`src/sv/servo_pid_drive_core_defines.svh`:
```
// Assertion macros for the servo PID drive core.
// Included by the RTL files that carry concurrent checks; needs clk and arst_n in scope.
`ifndef SERVO_PID_DRIVE_CORE_DEFINES_SVH
`define SERVO_PID_DRIVE_CORE_DEFINES_SVH
`ifndef SYNTHESIS
`define SPD_ASSERT_IMP(lbl, ante, cons) \
	lbl: assert property (@(posedge clk) disable iff (!arst_n) (ante) |-> (cons)) \
		else $error("spd: same-cycle check failed");
`define SPD_ASSERT_NXT(lbl, ante, cons) \
	lbl: assert property (@(posedge clk) disable iff (!arst_n) (ante) |=> (cons)) \
		else $error("spd: next-cycle check failed");
`else
`define SPD_ASSERT_IMP(lbl, ante, cons)
`define SPD_ASSERT_NXT(lbl, ante, cons)
`endif
`endif

```
`src/sv/spd_pkg.sv`:
```
// Shared types and constants for the servo PID drive core.
// No dependencies; imported by spd_ctrl, spd_datapath and servo_pid_drive_core.
`default_nettype none
package spd_pkg;

	localparam int SAMPLE_W   = 10;
	localparam int DRIVE_MAX  = 255;
	localparam int TIME_W     = 16;
	localparam int GAIN_W     = 16;
	localparam int OFFS_W     = 8;
	localparam int DRIVE_W    = 8;
	localparam int CFG_IDX_W  = 3;
	localparam int CFG_DATA_W = 16;
	localparam int VEL_W      = 32;
	localparam int INTEG_W    = 32;

	localparam int DIFF_W     = SAMPLE_W + 1;
	localparam int DIVD_W     = SAMPLE_W + TIME_W;
	localparam int RAW_W      = DIVD_W + 1;
	localparam int DIV_CNT_W  = $clog2(DIVD_W);
	localparam int MUL_A_W    = 33;
	localparam int MUL_B_W    = 18;
	localparam int PROD_W     = MUL_A_W + MUL_B_W;
	localparam int ACC_W      = 60;
	localparam int DRV_FRAC   = 24;
	localparam int MAG_W      = ACC_W - DRV_FRAC;
	localparam int TOT_W      = MAG_W + 1;

	localparam int INTEG_LO     = 5;
	localparam int INTEG_HI     = 20;
	localparam int REACH_TOL    = 3;
	localparam int STICTION_VEL = 1638;

	localparam logic signed [VEL_W-1:0] VEL_MAX = {1'b0, {(VEL_W-1){1'b1}}};
	localparam logic signed [VEL_W-1:0] VEL_MIN = {1'b1, {(VEL_W-1){1'b0}}};
	localparam logic signed [VEL_W-1:0] STIC_HI = VEL_W'(STICTION_VEL);
	localparam logic signed [VEL_W-1:0] STIC_LO = -STIC_HI;
	localparam logic [GAIN_W:0] WEIGHT_ONE = (GAIN_W+1)'(1) << GAIN_W;

	typedef enum logic [CFG_IDX_W-1:0] {
		CFG_PROP   = 3'd0,
		CFG_DERIV  = 3'd1,
		CFG_INTEG  = 3'd2,
		CFG_SMOOTH = 3'd3,
		CFG_OFFSET = 3'd4
	} spd_cfg_idx_t;

	typedef enum logic [2:0] {
		MUL_NONE,
		MUL_VEL_SMOOTH,
		MUL_RAW_WEIGHT,
		MUL_DT_ERR,
		MUL_ERR_PROP,
		MUL_VEL_DERIV,
		MUL_INT_INTEG
	} spd_mul_sel_t;

	typedef enum logic [1:0] {
		ACC_NONE,
		ACC_LOAD,
		ACC_ADD,
		ACC_SUB
	} spd_acc_op_t;

	typedef enum logic [1:0] {
		SH_0,
		SH_8,
		SH_16
	} spd_acc_sh_t;

	typedef struct packed {
		logic         load;
		logic         div_step;
		spd_mul_sel_t mul_sel;
		spd_acc_op_t  acc_op;
		spd_acc_sh_t  acc_sh;
		logic         vel_upd;
		logic         int_upd;
		logic         out_load;
	} spd_cmd_t;

	typedef struct packed {
		logic dt_nz;
	} spd_stat_t;

	typedef struct packed {
		logic [GAIN_W-1:0] prop;
		logic [GAIN_W-1:0] deriv;
		logic [GAIN_W-1:0] integ;
		logic [GAIN_W-1:0] smooth;
		logic [OFFS_W-1:0] offset;
	} spd_cfg_t;

	typedef struct packed {
		logic [DRIVE_W-1:0] level;
		logic               rev;
		logic               reached;
	} spd_res_t;

endpackage
`default_nettype wire

```
`src/sv/servo_pid_drive_core.sv`:
```
// Servo PID drive core, top level: configuration registers, result register, sequencer, datapath.
// Depends on spd_pkg, spd_ctrl, spd_datapath and servo_pid_drive_core_defines.svh.
//
// One request (position sample, elapsed time in ms, target position) gives one result:
// drive magnitude, direction and a target-reached flag. A request with nonzero elapsed
// time goes from acceptance through a load step, a one-bit-per-cycle restoring divider
// for the Q16 velocity, then the single shared 33x18 multiplier and its accumulator
// (velocity blend, integral step, P/D/I sum), and an output step that loads the result.
// With zero elapsed time the divide and the velocity blend are skipped. One request is
// in work at a time; the next one is taken as soon as the result is loaded into the output
// register, so a result waiting on out_stall does not hold off the following request,
// only its completion.
// Configuration writes are taken at any edge with cfg_we high; write only while idle.
// Index 0 prop gain (Q8.8), 1 damping gain, 2 integral gain (Q0.16), 3 velocity smoothing
// weight (Q0.16, weight of the old value), 4 stiction offset; other indices are ignored.
`default_nettype none
`include "servo_pid_drive_core_defines.svh"
module servo_pid_drive_core (
	input  wire logic                            clk,
	input  wire logic                            arst_n,
	input  wire logic                            cfg_we,
	input  wire logic [spd_pkg::CFG_IDX_W-1:0]   cfg_index,
	input  wire logic [spd_pkg::CFG_DATA_W-1:0]  cfg_data,
	input  wire logic                            in_valid,
	output logic                                 in_stall,
	input  wire logic [spd_pkg::SAMPLE_W-1:0]    position_sample,
	input  wire logic [spd_pkg::TIME_W-1:0]      elapsed_time,
	input  wire logic [spd_pkg::SAMPLE_W-1:0]    target_position,
	output logic                                 out_valid,
	input  wire logic                            out_stall,
	output logic [spd_pkg::DRIVE_W-1:0]          drive_level,
	output logic                                 reverse_dir,
	output logic                                 target_reached
);
	import spd_pkg::*;

	spd_cfg_t  cfg_q;
	spd_cmd_t  cmd;
	spd_stat_t st;
	spd_res_t  res;
	logic      in_ready;
	logic      out_free;

	logic               out_valid_q;
	logic [DRIVE_W-1:0] drive_level_q;
	logic               reverse_dir_q;
	logic               target_reached_q;

	// result slot is free when empty or being taken this edge
	assign out_free = !out_valid_q || !out_stall;
	assign in_stall = !in_ready;

	// configuration registers
	always_ff @(posedge clk or negedge arst_n) begin
		if (!arst_n) begin
			cfg_q.prop   <= GAIN_W'(256);
			cfg_q.deriv  <= '0;
			cfg_q.integ  <= '0;
			cfg_q.smooth <= '0;
			cfg_q.offset <= '0;
		end else if (cfg_we) begin
			case (spd_cfg_idx_t'(cfg_index))
				CFG_PROP:   cfg_q.prop   <= cfg_data[GAIN_W-1:0];
				CFG_DERIV:  cfg_q.deriv  <= cfg_data[GAIN_W-1:0];
				CFG_INTEG:  cfg_q.integ  <= cfg_data[GAIN_W-1:0];
				CFG_SMOOTH: cfg_q.smooth <= cfg_data[GAIN_W-1:0];
				CFG_OFFSET: cfg_q.offset <= cfg_data[OFFS_W-1:0];
				default:    cfg_q        <= cfg_q;
			endcase
		end
	end

	spd_ctrl u_ctrl (
		.clk      (clk),
		.arst_n   (arst_n),
		.in_valid (in_valid),
		.in_ready (in_ready),
		.out_free (out_free),
		.st       (st),
		.cmd      (cmd)
	);

	spd_datapath u_dp (
		.clk             (clk),
		.arst_n          (arst_n),
		.cmd             (cmd),
		.cfg             (cfg_q),
		.position_sample (position_sample),
		.elapsed_time    (elapsed_time),
		.target_position (target_position),
		.st              (st),
		.res             (res)
	);

	// output register: parts the result side from the sequencer
	always_ff @(posedge clk or negedge arst_n) begin
		if (!arst_n) begin
			out_valid_q <= 1'b0;
		end else if (cmd.out_load) begin
			out_valid_q <= 1'b1;
		end else if (!out_stall) begin
			out_valid_q <= 1'b0;
		end
	end

	always_ff @(posedge clk) begin
		if (cmd.out_load) begin
			drive_level_q    <= res.level;
			reverse_dir_q    <= res.rev;
			target_reached_q <= res.reached;
		end
	end

	assign out_valid      = out_valid_q;
	assign drive_level    = drive_level_q;
	assign reverse_dir    = reverse_dir_q;
	assign target_reached = target_reached_q;

	// a waiting result is never overwritten
	`SPD_ASSERT_IMP(a_no_overwrite, cmd.out_load, !out_valid_q || !out_stall)
	// velocity only moves on a request with nonzero elapsed time
	`SPD_ASSERT_IMP(a_vel_needs_dt, cmd.vel_upd, st.dt_nz)
	// an accepted request keeps the block busy on the next cycle
	`SPD_ASSERT_NXT(a_busy_after_accept, in_valid && !in_stall, in_stall)

endmodule
`default_nettype wire

```
`src/sv/spd_ctrl.sv`:
```
// Sequencer for the servo PID drive core: divide, multiply/accumulate and result steps.
// Depends on spd_pkg; drives spd_datapath through spd_cmd_t.
`default_nettype none
module spd_ctrl (
	input  wire logic              clk,
	input  wire logic              arst_n,
	input  wire logic              in_valid,
	output logic                   in_ready,
	input  wire logic              out_free,
	input  wire spd_pkg::spd_stat_t st,
	output spd_pkg::spd_cmd_t      cmd
);
	import spd_pkg::*;

	typedef enum logic [13:0] {
		S_IDLE = 14'b00000000000001,
		S_DIV  = 14'b00000000000010,
		S_MV1  = 14'b00000000000100,
		S_MV2  = 14'b00000000001000,
		S_WV   = 14'b00000000010000,
		S_UV   = 14'b00000000100000,
		S_MI   = 14'b00000001000000,
		S_WI   = 14'b00000010000000,
		S_UI   = 14'b00000100000000,
		S_MD1  = 14'b00001000000000,
		S_MD2  = 14'b00010000000000,
		S_MD3  = 14'b00100000000000,
		S_WD   = 14'b01000000000000,
		S_OUT  = 14'b10000000000000
	} spd_state_t;

	spd_state_t           state_q, state_n;
	logic [DIV_CNT_W-1:0] cnt_q;

	always_comb begin
		state_n      = state_q;
		in_ready     = 1'b0;
		cmd.load     = 1'b0;
		cmd.div_step = 1'b0;
		cmd.mul_sel  = MUL_NONE;
		cmd.acc_op   = ACC_NONE;
		cmd.acc_sh   = SH_0;
		cmd.vel_upd  = 1'b0;
		cmd.int_upd  = 1'b0;
		cmd.out_load = 1'b0;
		case (state_q)
			S_IDLE: begin
				in_ready = 1'b1;
				if (in_valid) begin
					cmd.load = 1'b1;
					state_n  = S_DIV;
				end
			end
			S_DIV: begin
				if (!st.dt_nz) begin
					state_n = S_MI;
				end else begin
					cmd.div_step = 1'b1;
					if (cnt_q == '0) begin
						state_n = S_MV1;
					end
				end
			end
			S_MV1: begin
				cmd.mul_sel = MUL_VEL_SMOOTH;
				cmd.acc_op  = ACC_LOAD;
				state_n     = S_MV2;
			end
			S_MV2: begin
				cmd.mul_sel = MUL_RAW_WEIGHT;
				cmd.acc_op  = ACC_ADD;
				state_n     = S_WV;
			end
			S_WV: state_n = S_UV;
			S_UV: begin
				cmd.vel_upd = 1'b1;
				state_n     = S_MI;
			end
			S_MI: begin
				cmd.mul_sel = MUL_DT_ERR;
				cmd.acc_op  = ACC_LOAD;
				state_n     = S_WI;
			end
			S_WI: state_n = S_UI;
			S_UI: begin
				cmd.int_upd = 1'b1;
				state_n     = S_MD1;
			end
			S_MD1: begin
				cmd.mul_sel = MUL_ERR_PROP;
				cmd.acc_op  = ACC_LOAD;
				cmd.acc_sh  = SH_16;
				state_n     = S_MD2;
			end
			S_MD2: begin
				cmd.mul_sel = MUL_VEL_DERIV;
				cmd.acc_op  = ACC_SUB;
				state_n     = S_MD3;
			end
			S_MD3: begin
				cmd.mul_sel = MUL_INT_INTEG;
				cmd.acc_op  = ACC_ADD;
				cmd.acc_sh  = SH_8;
				state_n     = S_WD;
			end
			S_WD: state_n = S_OUT;
			S_OUT: begin
				if (out_free) begin
					cmd.out_load = 1'b1;
					state_n      = S_IDLE;
				end
			end
			default: state_n = S_IDLE;
		endcase
	end

	always_ff @(posedge clk or negedge arst_n) begin
		if (!arst_n) begin
			state_q <= S_IDLE;
			cnt_q   <= '0;
		end else begin
			state_q <= state_n;
			if (cmd.load) begin
				cnt_q <= DIV_CNT_W'(DIVD_W - 1);
			end else if (cmd.div_step && cnt_q != '0) begin
				cnt_q <= cnt_q - 1'b1;
			end
		end
	end

endmodule
`default_nettype wire

```
`src/sv/spd_datapath.sv`:
```
// Datapath of the servo PID drive core: serial divider, shared multiplier, accumulator, state.
// Depends on spd_pkg; steered by spd_ctrl commands.
`default_nettype none
module spd_datapath (
	input  wire logic                          clk,
	input  wire logic                          arst_n,
	input  wire spd_pkg::spd_cmd_t             cmd,
	input  wire spd_pkg::spd_cfg_t             cfg,
	input  wire logic [spd_pkg::SAMPLE_W-1:0]  position_sample,
	input  wire logic [spd_pkg::TIME_W-1:0]    elapsed_time,
	input  wire logic [spd_pkg::SAMPLE_W-1:0]  target_position,
	output spd_pkg::spd_stat_t                 st,
	output spd_pkg::spd_res_t                  res
);
	import spd_pkg::*;

	// state
	logic [SAMPLE_W-1:0]       last_pos_q;
	logic signed [VEL_W-1:0]   vel_q;
	logic signed [INTEG_W-1:0] integ_q;

	// per-request operands
	logic [TIME_W-1:0]        dt_q;
	logic signed [DIFF_W-1:0] err_q;
	logic                     neg_q, win_q, near_q;

	// divider
	logic [TIME_W-1:0] rem_q;
	logic [DIVD_W-1:0] quo_q;

	// multiplier / accumulator
	logic signed [PROD_W-1:0] prod_s1;
	spd_acc_op_t              op_s1;
	spd_acc_sh_t              sh_s1;
	logic signed [ACC_W-1:0]  acc_q;

	// load-time arithmetic
	logic signed [DIFF_W-1:0] err_n, diff_n;
	logic [DIFF_W-1:0]        aerr_n, adiff_n;

	assign err_n   = $signed({1'b0, target_position}) - $signed({1'b0, position_sample});
	assign diff_n  = $signed({1'b0, position_sample}) - $signed({1'b0, last_pos_q});
	assign aerr_n  = err_n[DIFF_W-1] ? DIFF_W'(-err_n) : DIFF_W'(err_n);
	assign adiff_n = diff_n[DIFF_W-1] ? DIFF_W'(-diff_n) : DIFF_W'(diff_n);

	// restoring divide step
	logic [TIME_W:0] trial;
	logic            q_bit;
	assign trial = {rem_q, quo_q[DIVD_W-1]};
	assign q_bit = (trial >= {1'b0, dt_q});

	logic signed [RAW_W-1:0] raw;
	assign raw = neg_q ? -$signed({1'b0, quo_q}) : $signed({1'b0, quo_q});

	// operand select for the shared multiplier
	logic signed [MUL_A_W-1:0] mul_a;
	logic signed [MUL_B_W-1:0] mul_b;
	logic signed [PROD_W-1:0]  mul_p;
	logic [GAIN_W:0]           weight;

	assign weight = WEIGHT_ONE - {1'b0, cfg.smooth};

	always_comb begin
		case (cmd.mul_sel)
			MUL_VEL_SMOOTH: begin
				mul_a = MUL_A_W'(vel_q);
				mul_b = $signed(MUL_B_W'(cfg.smooth));
			end
			MUL_RAW_WEIGHT: begin
				mul_a = MUL_A_W'(raw);
				mul_b = $signed(MUL_B_W'(weight));
			end
			MUL_DT_ERR: begin
				mul_a = $signed(MUL_A_W'(dt_q));
				mul_b = MUL_B_W'(err_q);
			end
			MUL_ERR_PROP: begin
				mul_a = MUL_A_W'(err_q);
				mul_b = $signed(MUL_B_W'(cfg.prop));
			end
			MUL_VEL_DERIV: begin
				mul_a = MUL_A_W'(vel_q);
				mul_b = $signed(MUL_B_W'(cfg.deriv));
			end
			MUL_INT_INTEG: begin
				mul_a = MUL_A_W'(integ_q);
				mul_b = $signed(MUL_B_W'(cfg.integ));
			end
			default: begin
				mul_a = '0;
				mul_b = '0;
			end
		endcase
	end

	assign mul_p = mul_a * mul_b;

	logic signed [ACC_W-1:0] term;
	always_comb begin
		case (sh_s1)
			SH_8:    term = ACC_W'(prod_s1) <<< 8;
			SH_16:   term = ACC_W'(prod_s1) <<< 16;
			default: term = ACC_W'(prod_s1);
		endcase
	end

	// velocity: floor of the Q16 blend, saturated
	logic signed [ACC_W-1:0] vshift;
	logic                    vovf;
	logic signed [VEL_W-1:0] vel_n;
	assign vshift = acc_q >>> GAIN_W;
	assign vovf   = !((&vshift[ACC_W-1:VEL_W-1]) || !(|vshift[ACC_W-1:VEL_W-1]));
	assign vel_n  = vovf ? (vshift[ACC_W-1] ? VEL_MIN : VEL_MAX) : vshift[VEL_W-1:0];

	// integral: saturating add of dt*err
	logic signed [INTEG_W:0]   isum;
	logic signed [INTEG_W-1:0] integ_n;
	assign isum    = (INTEG_W+1)'(integ_q) + $signed(acc_q[INTEG_W:0]);
	assign integ_n = (isum[INTEG_W] != isum[INTEG_W-1]) ?
		(isum[INTEG_W] ? VEL_MIN : VEL_MAX) : isum[INTEG_W-1:0];

	// drive magnitude
	logic [ACC_W-1:0] abs_acc;
	logic [TOT_W-1:0] tot;
	logic             slow;
	assign abs_acc = acc_q[ACC_W-1] ? ACC_W'(-acc_q) : ACC_W'(acc_q);
	assign slow    = (vel_q >= STIC_LO) && (vel_q <= STIC_HI);
	assign tot     = {1'b0, abs_acc[ACC_W-1:DRV_FRAC]} + TOT_W'(slow ? cfg.offset : '0);

	always_comb begin
		if (tot > TOT_W'(DRIVE_MAX)) begin
			res.level = DRIVE_W'(DRIVE_MAX);
		end else begin
			res.level = tot[DRIVE_W-1:0];
		end
		res.rev     = acc_q[ACC_W-1];
		res.reached = near_q;
	end

	assign st.dt_nz = (dt_q != '0);

	always_ff @(posedge clk or negedge arst_n) begin
		if (!arst_n) begin
			last_pos_q <= '0;
			vel_q      <= '0;
			integ_q    <= '0;
			op_s1      <= ACC_NONE;
		end else begin
			op_s1 <= cmd.acc_op;
			if (cmd.load) begin
				last_pos_q <= position_sample;
			end
			if (cmd.vel_upd) begin
				vel_q <= vel_n;
			end
			if (cmd.int_upd) begin
				integ_q <= win_q ? integ_n : '0;
			end
		end
	end

	always_ff @(posedge clk) begin
		sh_s1   <= cmd.acc_sh;
		prod_s1 <= mul_p;
		if (cmd.load) begin
			dt_q   <= elapsed_time;
			err_q  <= err_n;
			neg_q  <= diff_n[DIFF_W-1];
			win_q  <= (aerr_n > DIFF_W'(INTEG_LO)) && (aerr_n < DIFF_W'(INTEG_HI));
			near_q <= (aerr_n <= DIFF_W'(REACH_TOL));
			rem_q  <= '0;
			quo_q  <= {adiff_n[SAMPLE_W-1:0], TIME_W'(0)};
		end else if (cmd.div_step) begin
			rem_q <= q_bit ? TIME_W'(trial - {1'b0, dt_q}) : trial[TIME_W-1:0];
			quo_q <= {quo_q[DIVD_W-2:0], q_bit};
		end
		case (op_s1)
			ACC_LOAD: acc_q <= term;
			ACC_ADD:  acc_q <= acc_q + term;
			ACC_SUB:  acc_q <= acc_q - term;
			default:  acc_q <= acc_q;
		endcase
	end

endmodule
`default_nettype wire
```
`config.mk`:
```
export PLATFORM = sky130hd
export DESIGN_NAME = servo_pid_drive_core
export DESIGN_NICKNAME = d
export VERILOG_FILES = /design/src/sv/spd_pkg.sv /design/src/sv/servo_pid_drive_core.sv /design/src/sv/spd_ctrl.sv /design/src/sv/spd_datapath.sv
export VERILOG_INCLUDE_DIRS = /design/src /design/src/sv
export SDC_FILE = /design/constraint.sdc
export NUM_CORES = 2
export LEC_CHECK = 0
export BUFFER_PORTS_ARGS = -buffer_cell sky130_fd_sc_hd__buf_2
export CORE_AREA = 8 8 375 267
export DETAILED_ROUTE_END_ITERATION = 8
export DIE_AREA = 0 0 383 275
export SYNTH_ARGS = -nofsm -noshare
export SYNTH_HDL_FRONTEND = slang
export SYNTH_SLANG_ARGS = --single-unit
```
`constraint.sdc`:
```
create_clock -name clk -period 12.15 [get_ports clk]
set_input_delay 1.8225 -clock clk [delete_from_list [all_inputs] [get_ports clk]]
set_output_delay 1.8225 -clock clk [all_outputs]
set_load 0.01 [all_outputs]
```
==> results.cfg <==
[floorplanning]
die_w_um = 383
dieArea_um2 = 105300
start_util = 0.4841
io_pins = 72
core_area_um2 = 94730
die_h_um = 275
placementRows = 95

[yosys]
yosys_warnings = 0
synth_seq_cells = 363
synth_fa_ha_area_frac = 0.3227
yosysSeqAreaShare = 0.2009
synth_compound_area_frac = 0.1580
yosys.area_share.simple = 0.1479
synthCells = 5229
synthMuxAreaShare = 0.02745
synth_area_um2 = 45860
postSynthAreaPerCell_um2 = 8.770
synth-main-ff-cell = dfrtp_1
synth_top_family_by_area = adder cells
synth_edf_count = 110
async_reset_ff_frac = 0.4628
syn_nets = 6119
ys_types = 95
synthXorXnorAreaFrac = 0.05615

[worst_setup_path]
worstSetupPathType = flip-flop to flip-flop
reg2reg_to = u_dp.prod_s1[44]
r2r_slack_ps = 1060
crit_path_start = u_ctrl.state_q[12]
crit_arrival_ps = 11600
r2r_cells = 34
endpoint_kind = flip-flop
cp_max_fo = 22
r2r-start = u_ctrl.state_q[12]
slowest_delay_ps = 1110
crit_path_end = u_dp.prod_s1[44]
crit_slowest_cell = a21oi_1
crit_top_cell = fa_1
start_kind = flip-flop
required_ps = 12660

[placement]
place.gp.congestion = 0.9949
dp_hpwl_mm = 124.6
dp_slack_ps = 1239
placedInstanceArea_um2 = 47670
port-buffer-count = 71

[route]
drt_iter0_drc = 4105
route.detailed.drc = 0
dr_wl_met3_mm = 19.14
top_layer = met4
vias = 38551
dr_wl_met2_mm = 61.56
viasPerCell = 5.948
wirelength_mm = 155.6
drt-met1-wl_mm = 70.74
ant_nets = 0
first_pass_iters = 6
routedWlPerCell_um = 24.01

[final_layout]
final_cell_mix = 814 x inv_1, 565 x fa_1, 522 x nand2_1
nNetsFinal = 6076
mostFrequentLayoutCell = inv_1
final_area_um2 = 49010
drive_above_1_share = 0.07380
synthToLayoutAreaGrowth_pct = 6.881
fillCellCount = 8906

[clocking]
cts_max_path_buffers = 3
cts_resized = 0
cts_sinks = 363
worstSkewPairLatency_ps = 620
cts_buffers = 40
cts_setup_buffers = 0
cts.clk_slew.worst_paths_ps = 60
clock-root-buffer = clkbuf_16
tritoncts = built
holdBufCountCts = 0
htree_levels = 2

[sta]
final.setup_skew_ps = 45.64
hold_viol_final = 0
period_needed_ps = 11090
fin_setup_tns_ps = 0
finalSetupViolCount = 0
rsz0062_at_grt = no
worst_slack_ps = 1061
worstMarginPinSlew_ps = 1423
max_freq_mhz = 90.18
maxSlewViolCount = 0
relSlewSlack = 0.05160
fin_hold_ws_ps = 428.1
fin_crit_sh = 0.9127

[grt]
grt.overflow.total = 0
antenna_found_initial = 4
grt_max_degree = 103
gr-usage-all-layers = 0.2931
grt_pass1_vias = 37806
grt_pass1_wl_mm = 237.3

[flow_run]
drv_cap = 0

[status]
status = completed

[power]
ir_drop_mv = 0.1736
leakagePower_uw = 0.02230
power_density_nw_per_um2 = 152.6

[hold_path]
hold_class = flip-flop to flip-flop
-- logic make-up after synthesis --
| kind of cell | after synthesis |
|---|---|
| flops | 363 |
| simple gates | 1462 |
| buf+inv | 1058 |
| fa+ha+maj | 847 |
| compound gates | 1090 |
| mux | 115 |
| xor+xnor | 294 |
-- layer usage --
metal,vias to the layer above,track usage
met2,1829,0.4082
li1,17370,-
met1,19103,0.4384
met3,249,0.09290
met5,-,0
met4,0,0.07066
-- power breakdown --
| part | switching (uW) | total [uW] | internal [uW] |
|---|---|---|---|
| clock | 572 | 1290 | 716 |
| sequential | 249 | 1710 | 1460 |
| combinational | 2700 | 4480 | 1780 |
| total | 3520 | 7480 | 3960 |
-- final cells by class --
class	count	area, um2	share of cell area
inverter	817	3067	0.06257
antenna	3	7.507	0.0001532
tap	1261	1578	0.03219
multi-input combinational	3808	32810	0.6693
clock buffer	51	1104	0.02252
clock inverter	22	236.5	0.004825
timing repair buffer	156	999.7	0.02040
sequential	363	9215	0.1880
-- through the flow --
step                utilization  total power, uW  std cells
floorplan                     -             4985       5229
global placement         0.5032             6074       6405
detailed placement       0.5032             6076       6405
CTS                      0.5173             7388       6478
global route             0.5173             7989       6478
finish                   0.5174             7478       6481
-- critical path, delay by kind of cell, from the launching register on --
kind / cells / cell delay [ps]
AO/OA/AOI/OAI: 10 / 3480
XOR/XNOR: 1 / 190
adder cells (fa/ha/maj): 7 / 3340
buffers and inverters: 5 / 630
flip-flops: 1 / 410
AND/OR/NAND/NOR: 11 / 2890
-- worst min path at each step --
stage	start	to	cells after the start
5_1_grt	u_dp.near_q	target_reached	0
3_5_place_dp	u_dp.near_q	target_reached	0
6_report	u_dp.near_q	target_reached	0
4_1_cts	u_dp.near_q	target_reached	0
3_3_place_gp	u_dp.near_q	target_reached	0
2_1_floorplan	u_dp.near_q	target_reached	0
-- registers in the layout (all words and copies together) (netlist names), 5 cells and up --
register         count
u_dp.acc_q          60
u_ctrl.cnt_q         5
u_ctrl.state_q      14
cfg_q               72
u_dp.last_pos_q     10
u_dp.prod_s1        51
u_dp.rem_q          16
drive_level          8
u_dp.err_q          11
u_dp.vel_q          32
u_dp.dt_q           16
u_dp.quo_q          26
u_dp.integ_q        32
-- synth_stat cells (all sizes together), types with 11 or more instances --
library cell,count,area share
or4,15,0.0027
fa,565,0.25
nor3b,12,0.0020
a211oi,26,0.0043
nand4,37,0.0053
o211ai,17,0.0028
edfxtp,110,0.072
o21bai,25,0.0041
a221oi,31,0.0064
a221o,59,0.013
dfxtp,85,0.037
a32o,20,0.0044
o21a,38,0.0062
buf,29,0.0027
nor2,436,0.036
a22o,22,0.0042
xor2,127,0.024
or3,26,0.0037
mux2i,29,0.0063
nor4,43,0.0064
a22oi,42,0.0070
a21boi,11,0.0018
a21o,103,0.017
and3,34,0.0047
mux2,86,0.021
and2,43,0.0059
nand3,70,0.0076
nand2b,59,0.0082
dfrtp,166,0.091
o31ai,26,0.0044
a31oi,67,0.0091
a211o,13,0.0025
a21oi,185,0.020
ha,265,0.072
maj3,17,0.0037
xnor2,167,0.032
nand2,522,0.043
nor2b,49,0.0067
inv,817,0.067
or2,21,0.0029
clkbuf,212,0.017
nor3,61,0.0069
o21ai,329,0.036
(Power assumes the default switching activity.)
